==> config.mk <==
export PLATFORM = sky130hd
export DESIGN_NAME = bix_ctrl
export DESIGN_NICKNAME = d
export VERILOG_FILES = /design/src/hdl/bix_pkg.sv /design/src/hdl/bix_ctrl.sv
export SDC_FILE = /design/constraint.sdc
export NUM_CORES = 1
export LEC_CHECK = 0
export BUFFER_PORTS_ARGS = -buffer_cell sky130_fd_sc_hd__buf_2
export CORE_MARGIN = 2
export CORE_UTILIZATION = 30
export CTS_CLUSTER_SIZE = 25
export DETAILED_ROUTE_END_ITERATION = 6
export MAX_ROUTING_LAYER = met4
export PLACE_DENSITY = 0.58
export SLEW_MARGIN = 20
export SYNTH_ARGS = -nofsm -noshare
export SYNTH_HDL_FRONTEND = slang
export SYNTH_SLANG_ARGS = --single-unit
==> constraint.sdc <==
create_clock -name clk -period 1.16 [get_ports clk]
set_input_delay 0.058 -clock clk [delete_from_list [all_inputs] [get_ports clk]]
set_output_delay 0.058 -clock clk [all_outputs]
set_load 0.005 [all_outputs]
==> src/hdl/bix_pkg.sv <==
// ----------------------------------------------------------------------------
// bix_pkg: shared types and codes for the box index range query
// operation codes from the sequencer, status back from the datapath
// ----------------------------------------------------------------------------
package bix_pkg;

  localparam int DATA_W = 32;
  localparam int ID_W   = 12;
  localparam int CNT_W  = 13;
  localparam int KIND_W = 2;
  localparam int CFG_W  = 2;

  localparam logic [KIND_W-1:0] KIND_INSERT  = 2'd0;
  localparam logic [KIND_W-1:0] KIND_FETCH   = 2'd1;
  localparam logic [KIND_W-1:0] KIND_RESTART = 2'd2;

  localparam logic [CFG_W-1:0] CFG_MIN_X = 2'd0;
  localparam logic [CFG_W-1:0] CFG_MIN_Y = 2'd1;
  localparam logic [CFG_W-1:0] CFG_MAX_X = 2'd2;
  localparam logic [CFG_W-1:0] CFG_MAX_Y = 2'd3;

  typedef struct packed {
    logic signed [DATA_W-1:0] lx;
    logic signed [DATA_W-1:0] ly;
    logic signed [DATA_W-1:0] hx;
    logic signed [DATA_W-1:0] hy;
  } box_t;

  typedef enum logic [3:0] {
    OP_NONE,
    OP_CLEAR,
    OP_LOAD,
    OP_RESTART,
    OP_LEAF,
    OP_RD_CUR,
    OP_RD_TOP,
    OP_C_INIT,
    OP_C_CAP,
    OP_RD_K,
    OP_C_WR,
    OP_M_WR,
    OP_F_END,
    OP_F_EVAL,
    OP_F_UP,
    OP_EMIT
  } op_t;

  typedef struct packed {
    logic              clr_last;
    logic [KIND_W-1:0] kind;
    logic              ins_bad;
    logic              carry_need;
    logic              k_last;
    logic              ins_stop;
    logic              pos_end;
    logic              ev_done;
    logic              ev_desc;
    logic              up_need;
    logic              out_free;
  } st_t;

  // grow a box so that it also covers src
  function automatic box_t box_merge(box_t dst, box_t src);
    box_t m;
    m.lx = (src.lx < dst.lx) ? src.lx : dst.lx;
    m.ly = (src.ly < dst.ly) ? src.ly : dst.ly;
    m.hx = (src.hx > dst.hx) ? src.hx : dst.hx;
    m.hy = (src.hy > dst.hy) ? src.hy : dst.hy;
    return m;
  endfunction

endpackage

==> src/hdl/bix_ctrl.sv <==
// ----------------------------------------------------------------------------
// bix_ctrl: sequencer for the box index range query
// walks the clear sweep, inserts, root rises, restarts, range walks and the result beat
// ----------------------------------------------------------------------------
module bix_ctrl import bix_pkg::*; (
  input  logic clk,
  input  logic rst_n,
  input  logic in_valid,
  output logic in_ready,
  input  st_t  st,
  output op_t  op
);

  typedef enum logic [3:0] {
    S_CLR, S_IDLE, S_DISP, S_INS_CHK, S_C1, S_C2, S_C3, S_M_WR,
    S_F_CHK, S_F_EV, S_F_UP, S_TOT, S_EMIT
  } state_t;

  state_t state_r, state_nxt;

  assign in_ready = (state_r == S_IDLE);

  always_comb begin
    state_nxt = state_r;
    op        = OP_NONE;
    case (state_r)
      S_CLR: begin
        op = OP_CLEAR;
        if (st.clr_last) state_nxt = S_IDLE;
      end
      S_IDLE: begin
        if (in_valid) begin
          op        = OP_LOAD;
          state_nxt = S_DISP;
        end
      end
      S_DISP: begin
        case (st.kind)
          KIND_INSERT: begin
            if (st.ins_bad) begin
              state_nxt = S_TOT;
            end else begin
              op        = OP_LEAF;
              state_nxt = S_INS_CHK;
            end
          end
          KIND_FETCH:   state_nxt = S_F_CHK;
          KIND_RESTART: begin
            op        = OP_RESTART;
            state_nxt = S_TOT;
          end
          default:      state_nxt = S_TOT;
        endcase
      end
      S_INS_CHK: begin
        if (st.carry_need) begin
          op        = OP_C_INIT;
          state_nxt = S_C1;
        end else begin
          op        = OP_RD_CUR;
          state_nxt = S_M_WR;
        end
      end
      S_C1: begin
        op        = OP_C_CAP;
        state_nxt = S_C2;
      end
      S_C2: begin
        op        = OP_C_WR;
        state_nxt = st.k_last ? S_INS_CHK : S_C3;
      end
      S_C3: begin
        op        = OP_RD_K;
        state_nxt = S_C2;
      end
      S_M_WR: begin
        op        = OP_M_WR;
        state_nxt = st.ins_stop ? S_TOT : S_INS_CHK;
      end
      S_F_CHK: begin
        if (st.pos_end) begin
          op        = OP_F_END;
          state_nxt = S_TOT;
        end else begin
          op        = OP_RD_CUR;
          state_nxt = S_F_EV;
        end
      end
      S_F_EV: begin
        op = OP_F_EVAL;
        if (st.ev_done)      state_nxt = S_TOT;
        else if (st.ev_desc) state_nxt = S_F_CHK;
        else                 state_nxt = S_F_UP;
      end
      S_F_UP: begin
        if (st.up_need) op = OP_F_UP;
        else            state_nxt = S_F_CHK;
      end
      S_TOT: begin
        op        = OP_RD_TOP;
        state_nxt = S_EMIT;
      end
      S_EMIT: begin
        if (st.out_free) begin
          op        = OP_EMIT;
          state_nxt = S_IDLE;
        end
      end
      default: state_nxt = S_CLR;
    endcase
  end

  always_ff @(posedge clk) begin
    if (!rst_n) state_r <= S_CLR;
    else        state_r <= state_nxt;
  end

endmodule

# Yosys cells after proc, flatten, opt, wreduce, memory -nomap -nowiden
# Index checks and enable logic that the tools add are counted.
[op_classes]
eq_ne = 18
muxes = 21
reduce_logical = 4
[ops]
columns = ["cell", "count"]
rows = [
  ["$pmux 4 s13", 1],
  ["$pmux 4 s12", 1],
  ["$mux 4", 9],
  ["$eq 4x4->1 const B", 5],
  ["$eq 4x3->1 const B", 4],
  ["$mux 2", 6],
  ["$eq 4x2->1 const B", 2],
  ["$ne 2x2->1 const B", 4],
  ["$pmux 4 s2", 1],
  ["$mux 3", 2],
  ["$pmux 3 s2", 1],
  ["$eq 4x1->1 const B", 1],
  ["$logic_not 4->1", 1],
  ["$reduce_and 4->1", 1],
  ["$eq 2x1->1 const B", 1],
  ["$eq 2x2->1 const B", 1],
  ["$logic_not 2->1", 1],
  ["$reduce_or 2->1", 1],
]
[word_totals]
ff_bits = 4
input_bits = 15
output_inout_bits = 5
wordCells = 44

# Depth between registers and ports, before layout
# Gate-level depths: netlist of run 1.
[depth]
depth_word = 3
ltp_mapped = 6
mapped_depth_nobuf = 4

# Least setup slack after synthesis of run 1
# OpenSTA, ideal clock, no wires.
[synth_path]
path_kind = "register -> register"
startpoint = "reg state_r[0]"
endpoint = "reg state_r[0]"
setup_ns = 0.124
t_arrival_ns = 1.091
required_ns = 1.036
setup_slack_ns = -0.055
stages_incl_launch_ff = 5
n_path_buf = 0
synth_period_minus_slack_ns = 1.215
cell_sequence = "dfxtp_1 > or3b_1 > and3_1 > o31ai_1 > a21oi_1"
[synth_between]
elab_chain_cells = 3
word_cells_on_any_way = 20
cone_classes = "eq/ne (16); mux (1); reduce/logical (3)"
[synth_lines]
columns = ["item", "line_no", "source"]
rows = [
  ["from (decl)", "bix_ctrl.sv:19", "state_t state_r, state_nxt;"],
  ["from (signal assigned)", "bix_ctrl.sv:115", "else state_r <= state_nxt;"],
  ["$eq 4x3->1 (tied with other cells)", "bix_ctrl.sv:26", "case (state_r)"],
  ["$reduce_or 2->1 (no source line) or $ne 2x2->1 (tied branches)", "--", ""],
  ["$pmux 4 s12 or $reduce_and 4->1 (tied branches)", "--", ""],
]
# Several ways; a longest one is shown, not always the timed one.
# A chain may end at the register's enable or synchronous reset.

# Worst setup path after layout of run 1
[layout_path]
startpoint = "reg state_r[2]"
endpoint = "out op[0]"
[layout_between]
elab_chain_cells = 2
word_cells_on_any_way = 14
cone_classes = "eq/ne (12); mux (1); reduce/logical (1)"
[layout_lines]
columns = ["item", "line_no", "source"]
rows = [
  ["$eq 4x4->1 (tied with other cells)", "bix_ctrl.sv:26", ""],
  ["$pmux 4 s13 *", "bix_ctrl.sv:26", ""],
  ["to (decl)", "bix_ctrl.sv:11", "output op_t op"],
]
# Every way passes the cells marked *; elsewhere a longest branch is shown, timed or not.

==> results.py, run 1 <==
metrics = {
    "yosys": {
        "ys_seq_area_frac": 0.1252,
        "async_reset_ff_frac": 0,
        "yosysMostFrequentCell": "nand2_1",
        "synth_common_cells": "nand2_1 (10), a21oi_1 (6), nor2_1 (5), o21ai_0 (5), dfxtp_1 (4)",
        "yosys_warnings": 0,
        "synth_ff_type": "dfxtp_1",
        "synth_cells": 84,
        "synth.top_cells.by_area": "dfxtp_1 (13%), clkbuf_8 (6.5%), nand2_1 (5.9%), a21oi_1 (4.7%), o21ai_0 (3.9%)",
        "syn_nets": 99,
        "synth_top_area_share": 0.1252,
        "avgSynthCellArea_sq_um": 7.611,
        "syn-cell-area_sq_um": 639.4,
        "synth_enable_flop_cells": 0,
        "synth_cell_types": 44,
        "yosysTopAreaCell": "dfxtp_1",
        "synth-seq-cells": 4,
    },
    "critical_path": {
        "worstPathRequired_ns": 1.10,
        "timing.rr.start": "state_r[1]$_SDFFE_PN0P_",
        "end_kind": "output port",
        "reg2reg_slack_ns": -0.26,
        "cp-start-kind": "flip-flop",
        "cp_max_fo": 10,
        "crit_type": "reg -> out",
        "cp.arrival_ns": 1.47,
        "r2r-end": "state_r[1]$_SDFFE_PN0P_",
        "r2r_cells": 6,
    },
    "cts": {
        "hold_buffers": 0,
        "clk_latency_ns": 0.24,
        "cts_buffer_depth": 2,
        "cts.sinks": 4,
        "cts_root_buf": "clkbuf_4",
        "clkTransAtPathRegs_ns": 0.04,
        "cts_buffers": 3,
        "tritoncts": "built",
        "cts.htree.levels": 1,
    },
    "timing": {
        "setup_viol": 9,
        "max-slew-margin-rel": 0.7812,
        "tightestPinTransition_ns": 0.3275,
        "layout_setup_ws_ns": -0.3651,
        "clock.fmax_mhz": 655.7,
        "fin_crit_ns": 1.525,
        "slew_violations": 0,
        "hold_viol_final": 0,
        "clock_skew_ns": 0.003853,
        "rsz0062_at_grt": "true",
        "finalCritPeriodShare": 1.315,
    },
    "placement": {
        "hpwl_um": 1444,
        "port_buffers": 19,
        "place_ws_ns": -0.2915,
        "place_congestion": 0.8498,
    },
    "cells_and_area": {
        "nFillCells": 208,
        "largest_registers": "state_r x4",
        "drive_gt1_frac": 0.5984,
        "top_register": "state_r",
        "largest_reg_flops": 4,
        "nNetsFinal": 139,
        "final_core_util": 0.5145,
        "diodes": 0,
        "area_growth_pct": 59.49,
    },
    "worst_hold_path": {
        "hp-start": "rst_n",
        "worst_hold_path.num_cells": 3,
        "hold_end": "state_r[0]$_SDFFE_PN0P_",
        "hold_path_class": "in -> reg",
    },
    "power": {
        "internal_power_uw": 1111,
        "pwr-share-clk": 0.090,
        "swShare": 0.4310,
        "total_leakage_power_uw": 0.0004115,
        "switching_power_uw": 841.7,
        "vdd_ir_drop_max_v": 0.0008621,
        "p_comb_frac": 0.764,
        "power_frac_seq": 0.146,
        "power_density_nw_per_um2": 1915,
    },
    "floorplan": {
        "die_w_um": 50.17,
        "rows": 16,
        "start_util": 0.3226,
        "die_h_um": 50.17,
        "boundaryPins": 20,
        "die-area_sq_um": 2517,
        "core_area_sq_um": 1982,
    },
    "grt": {
        "grt_max_degree": 14,
        "grt_overflow": 0,
        "antenna_found_initial": 0,
        "track_usage": 0.1711,
        "grt_pass1_wl_um": 3236,
        "grt_pass1_vias": 742,
    },
    "detailed_routing": {
        "drc_errors": 0,
        "ant_nets": 0,
        "avgRoutedWirePerCell_um": 13.83,
        "drt_iter0_drc": 9,
        "routed_wl_um": 2061,
        "drt-pass1-iter-count": 4,
        "vias": 795,
        "vias_per_cell": 5.336,
    },
    "status": {
        "violations": "negative setup slack",
        "outcome": "complete, but fails checks",
    },
    "run": {
        "maxCapViolations": 0,
    },
}
## what timing repair did
action                     4_1_cts  5_1_grt
setup endpoints to repair        9        9
pin swaps                       12        2
hold endpoints to repair         0        0
setup buffers                    4        1
gates resized for setup         26        5
## power by group through the flow
stage | logic (uW) | registers [uW] | clock network [uW]
3_5_place_dp | 1180 | 263 | 0
6_report | 1490 | 285 | 175
5_1_grt | 1630 | 291 | 193
2_1_floorplan | 866 | 219 | 0
3_3_place_gp | 1160 | 261 | 0
4_1_cts | 1410 | 277 | 180
## routing by layer
metal	GRT usage	share of wire
met5	-	0
met4	0.04167	0.0068
met3	0.03571	0.035
met2	0.2939	0.51
met1	0.2029	0.45
## layout make-up
type / instances / area, sq um / area share
multi-input combinational: 70 / 569.3 / 0.5583
timing repair buffer: 43 / 294.0 / 0.2883
sequential: 4 / 92.59 / 0.09080
tap: 27 / 33.78 / 0.03313
clock buffer: 3 / 22.52 / 0.02209
inverter: 2 / 7.507 / 0.007362
## critical path, stage by stage, from the launching register on
cell	delay, ns
dfxtp_4	0.41
buf_4	0.14
nor3_4	0.04
a2111oi_4	0.31
a21oi_1	0.06
o21bai_1	0.15
buf_2	0.12
## worst max-delay path by stage
| stage | from | end | slack [ns] |
|---|---|---|---|
| 3_5_place_dp | state_r[2]$_SDFFE_PN0P_ | op[2] | -0.29 |
| 3_3_place_gp | state_r[3]$_SDFFE_PN0P_ | op[2] | -0.25 |
| 2_1_floorplan | state_r[2]$_SDFFE_PN0P_ | op[1] | -0.02 |
| 5_1_grt | state_r[2]$_SDFFE_PN0P_ | op[0] | -0.45 |
| 6_report | state_r[2]$_SDFFE_PN0P_ | op[0] | -0.37 |
| 4_1_cts | state_r[2]$_SDFFE_PN0P_ | op[0] | -0.39 |
## stage by stage
stage / cell area (sq um) / cells / hold slack (ns) / power [uW] / setup TNS (ns)
floorplan: 654.4 / 84 / 0.1870 / 1085 / -0.08404
detailed placement: 834.6 / 141 / 0.3378 / 1443 / -1.517
finish: 1020 / 149 / 0.06792 / 1953 / -2.011
CTS: 978.4 / 148 / 0.07300 / 1869 / -1.842
global placement: 834.6 / 141 / 0.3280 / 1421 / -1.505
global route: 1020 / 149 / 0.07063 / 2117 / -2.611
## cell usage in the layout (no fill, tap or decap), types with 2 or more instances in the layout
cell / n
o21ai_0: 2
clkbuf_4: 3
o21ai_1: 4
nand2_1: 10
buf_2: 19
nor2_1: 4
buf_6: 5
a21oi_1: 5
dfxtp_4: 3
nor3_1: 2
nand4_1: 2
a31oi_1: 3
nor2b_1: 3
o21a_1: 2
buf_4: 19
o32ai_2: 2
nand3b_1: 2
## kinds of logic after synthesis
| group | synth area share |
|---|---|
| and+or+nand+nor | 0.3757 |
| AOI/OAI and AO/OA | 0.3112 |
| buffers and inverters | 0.1546 |
| DFF | 0.1252 |
| muxes | 0.03327 |
Note: power is estimated with default switching activity, not from simulation.
==> run 2, diff against run 1 <==
CORE_UTILIZATION = 45   (was 30)
PLACE_DENSITY = 0.76   (was 0.58)
clock period = 1.6 ns   (was 1.16 ns; I/O delays follow)
==> results.py, run 2 (same netlist as run 1, synthesis figures left out) <==
metrics = {
    "timing": {
        "setup_viol": 1,
        "clock.fmax_mhz": 616.3,
        "layout_setup_ws_ns": -0.02262,
        "slew_violations": 0,
        "rsz0062_at_grt": "true",
        "whs_ns": 0.08302,
        "clock_skew_ns": 0.009890,
        "hold_viol_final": 0,
        "setup_tns_ns": -0.02262,
        "max-slew-margin-rel": 0.7819,
        "tightestPinTransition_ns": 0.3265,
        "fin_crit_ns": 1.623,
        "finalCritPeriodShare": 1.014,
    },
    "power": {
        "total_leakage_power_uw": 0.0003683,
        "total_power_uw": 1253,
        "vdd_ir_drop_max_v": 0.0007923,
        "internal_power_uw": 680.5,
        "pwr-share-clk": 0.106,
        "p_comb_frac": 0.734,
        "switching_power_uw": 572.6,
        "power_density_nw_per_um2": 1401,
        "swShare": 0.4569,
        "power_frac_seq": 0.160,
    },
    "detailed_routing": {
        "drt-pass1-iter-count": 4,
        "drt_iter0_drc": 32,
        "vias_per_cell": 6.092,
        "vias": 792,
        "avgRoutedWirePerCell_um": 15.10,
        "drc_errors": 0,
        "routed_wl_um": 1963,
        "ant_nets": 0,
    },
    "grt": {
        "grt_pass1_vias": 760,
        "grt_max_degree": 12,
        "grt_pass1_wl_um": 3194,
        "track_usage": 0.2389,
        "antenna_found_initial": 0,
        "grt_overflow": 0,
    },
    "floorplan": {
        "rows": 13,
        "start_util": 0.4853,
        "die-area_sq_um": 1738,
        "boundaryPins": 20,
        "die_w_um": 41.70,
        "core_area_sq_um": 1318,
        "die_h_um": 41.70,
    },
    "cells_and_area": {
        "top_register": "state_r",
        "diodes": 0,
        "area_growth_pct": 39.92,
        "nNetsFinal": 132,
        "drive_gt1_frac": 0.4870,
        "largest_registers": "state_r x4",
        "final_core_util": 0.6790,
        "final_cell_mix": "buf_2 (19), buf_4 (15), nand2_1 (9)",
        "final_common_cell": "buf_2",
        "final_cell_area_sq_um": 894.6,
        "largest_reg_flops": 4,
    },
    "critical_path": {
        "end_kind": "output port",
        "cp.arrival_ns": 1.54,
        "cp-start-kind": "flip-flop",
        "cp_max_fo": 3,
        "worstPathRequired_ns": 1.52,
        "crit_type": "reg -> out",
    },
    "placement": {
        "dpl_cell_area_sq_um": 744.5,
        "port_buffers": 19,
        "place_congestion": 0.9826,
        "hpwl_um": 1364,
    },
    "cts": {
        "clkTransAtPathRegs_ns": 0.04,
        "cts.htree.levels": 1,
        "tritoncts": "built",
        "cts.sinks": 4,
        "cts_buffer_depth": 2,
        "cts_buffers": 3,
        "cts_root_buf": "clkbuf_4",
        "clk_latency_ns": 0.24,
    },
    "status": {
        "outcome": "complete, but fails checks",
        "violations": "negative setup slack",
    },
    "worst_hold_path": {
        "hold_path_class": "in -> reg",
    },
    "run": {
        "maxCapViolations": 0,
    },
}
[run 2: changes by cell type in the layout (fill, tap and decap cells not counted), sizes merged]
cell  delta
buf      -7
[run 2: critical path: stages, from the launching register on]
cell,delay (ns)
dfxtp_4,0.35
buf_6,0.11
and4b_2,0.23
a211oi_2,0.15
a31oi_1,0.07
a221o_1,0.27
buf_2,0.13
[run 2: stage by stage]
stage          worst slack [ns]  instances
2_1_floorplan            0.3819         84
5_1_grt                -0.07008        130
4_1_cts                -0.03761        127
3_3_place_gp             0.1273        121
3_5_place_dp            0.09098        121
6_report               -0.02262        130
[run 2: repair_timing]
action | in CTS | in global routing
buffers inserted | 3 | 3
gates resized for setup | 10 | 11
endpoints found under the setup margin | 4 | 4
hold buffers | 0 | 0
pin swaps | 2 | 4
[run 2: path summary, 6_finish.rpt]
kind / startpoint / end / slack [ns] / cells after the start
worst min register to register: state_r[3]$_SDFFE_PN0P_ / state_r[3]$_SDFFE_PN0P_ / 0.71 / 3
worst max register to register: state_r[2]$_SDFFE_PN0P_ / state_r[1]$_SDFFE_PN0P_ / 0.04 / 6
worst min-delay path: rst_n / state_r[0]$_SDFFE_PN0P_ / 0.08 / 3
worst max-delay path: state_r[2]$_SDFFE_PN0P_ / op[1] / -0.02 / 6
[run 2: per-layer routing]
layer,part of all wire,global-route usage
met1,0.42,0.2770
met2,0.50,0.4063
met3,0.052,0.03043
met4,0.021,0.1097
met5,0,-
[run 2: power groups by stage]
| stage | combinational, uW | clock, uW | sequential, uW |
|---|---|---|---|
| after global placement | 742 | 0 | 189 |
| after detailed placement | 766 | 0 | 190 |
| after floorplan | 610 | 0 | 154 |
| final | 920 | 132 | 200 |
| after global routing | 999 | 150 | 204 |
| after CTS | 828 | 134 | 194 |
[run 2: cell type report]
class | count | area (sq um)
Tap cell | 15 | 18.77
Clock buffer | 3 | 22.52
Inverter | 2 | 7.507
Timing Repair Buffer | 36 | 230.2
Fill cell | 111 | 422.9
Sequential cell | 4 | 91.34
Multi-Input combinational cell | 70 | 524.3
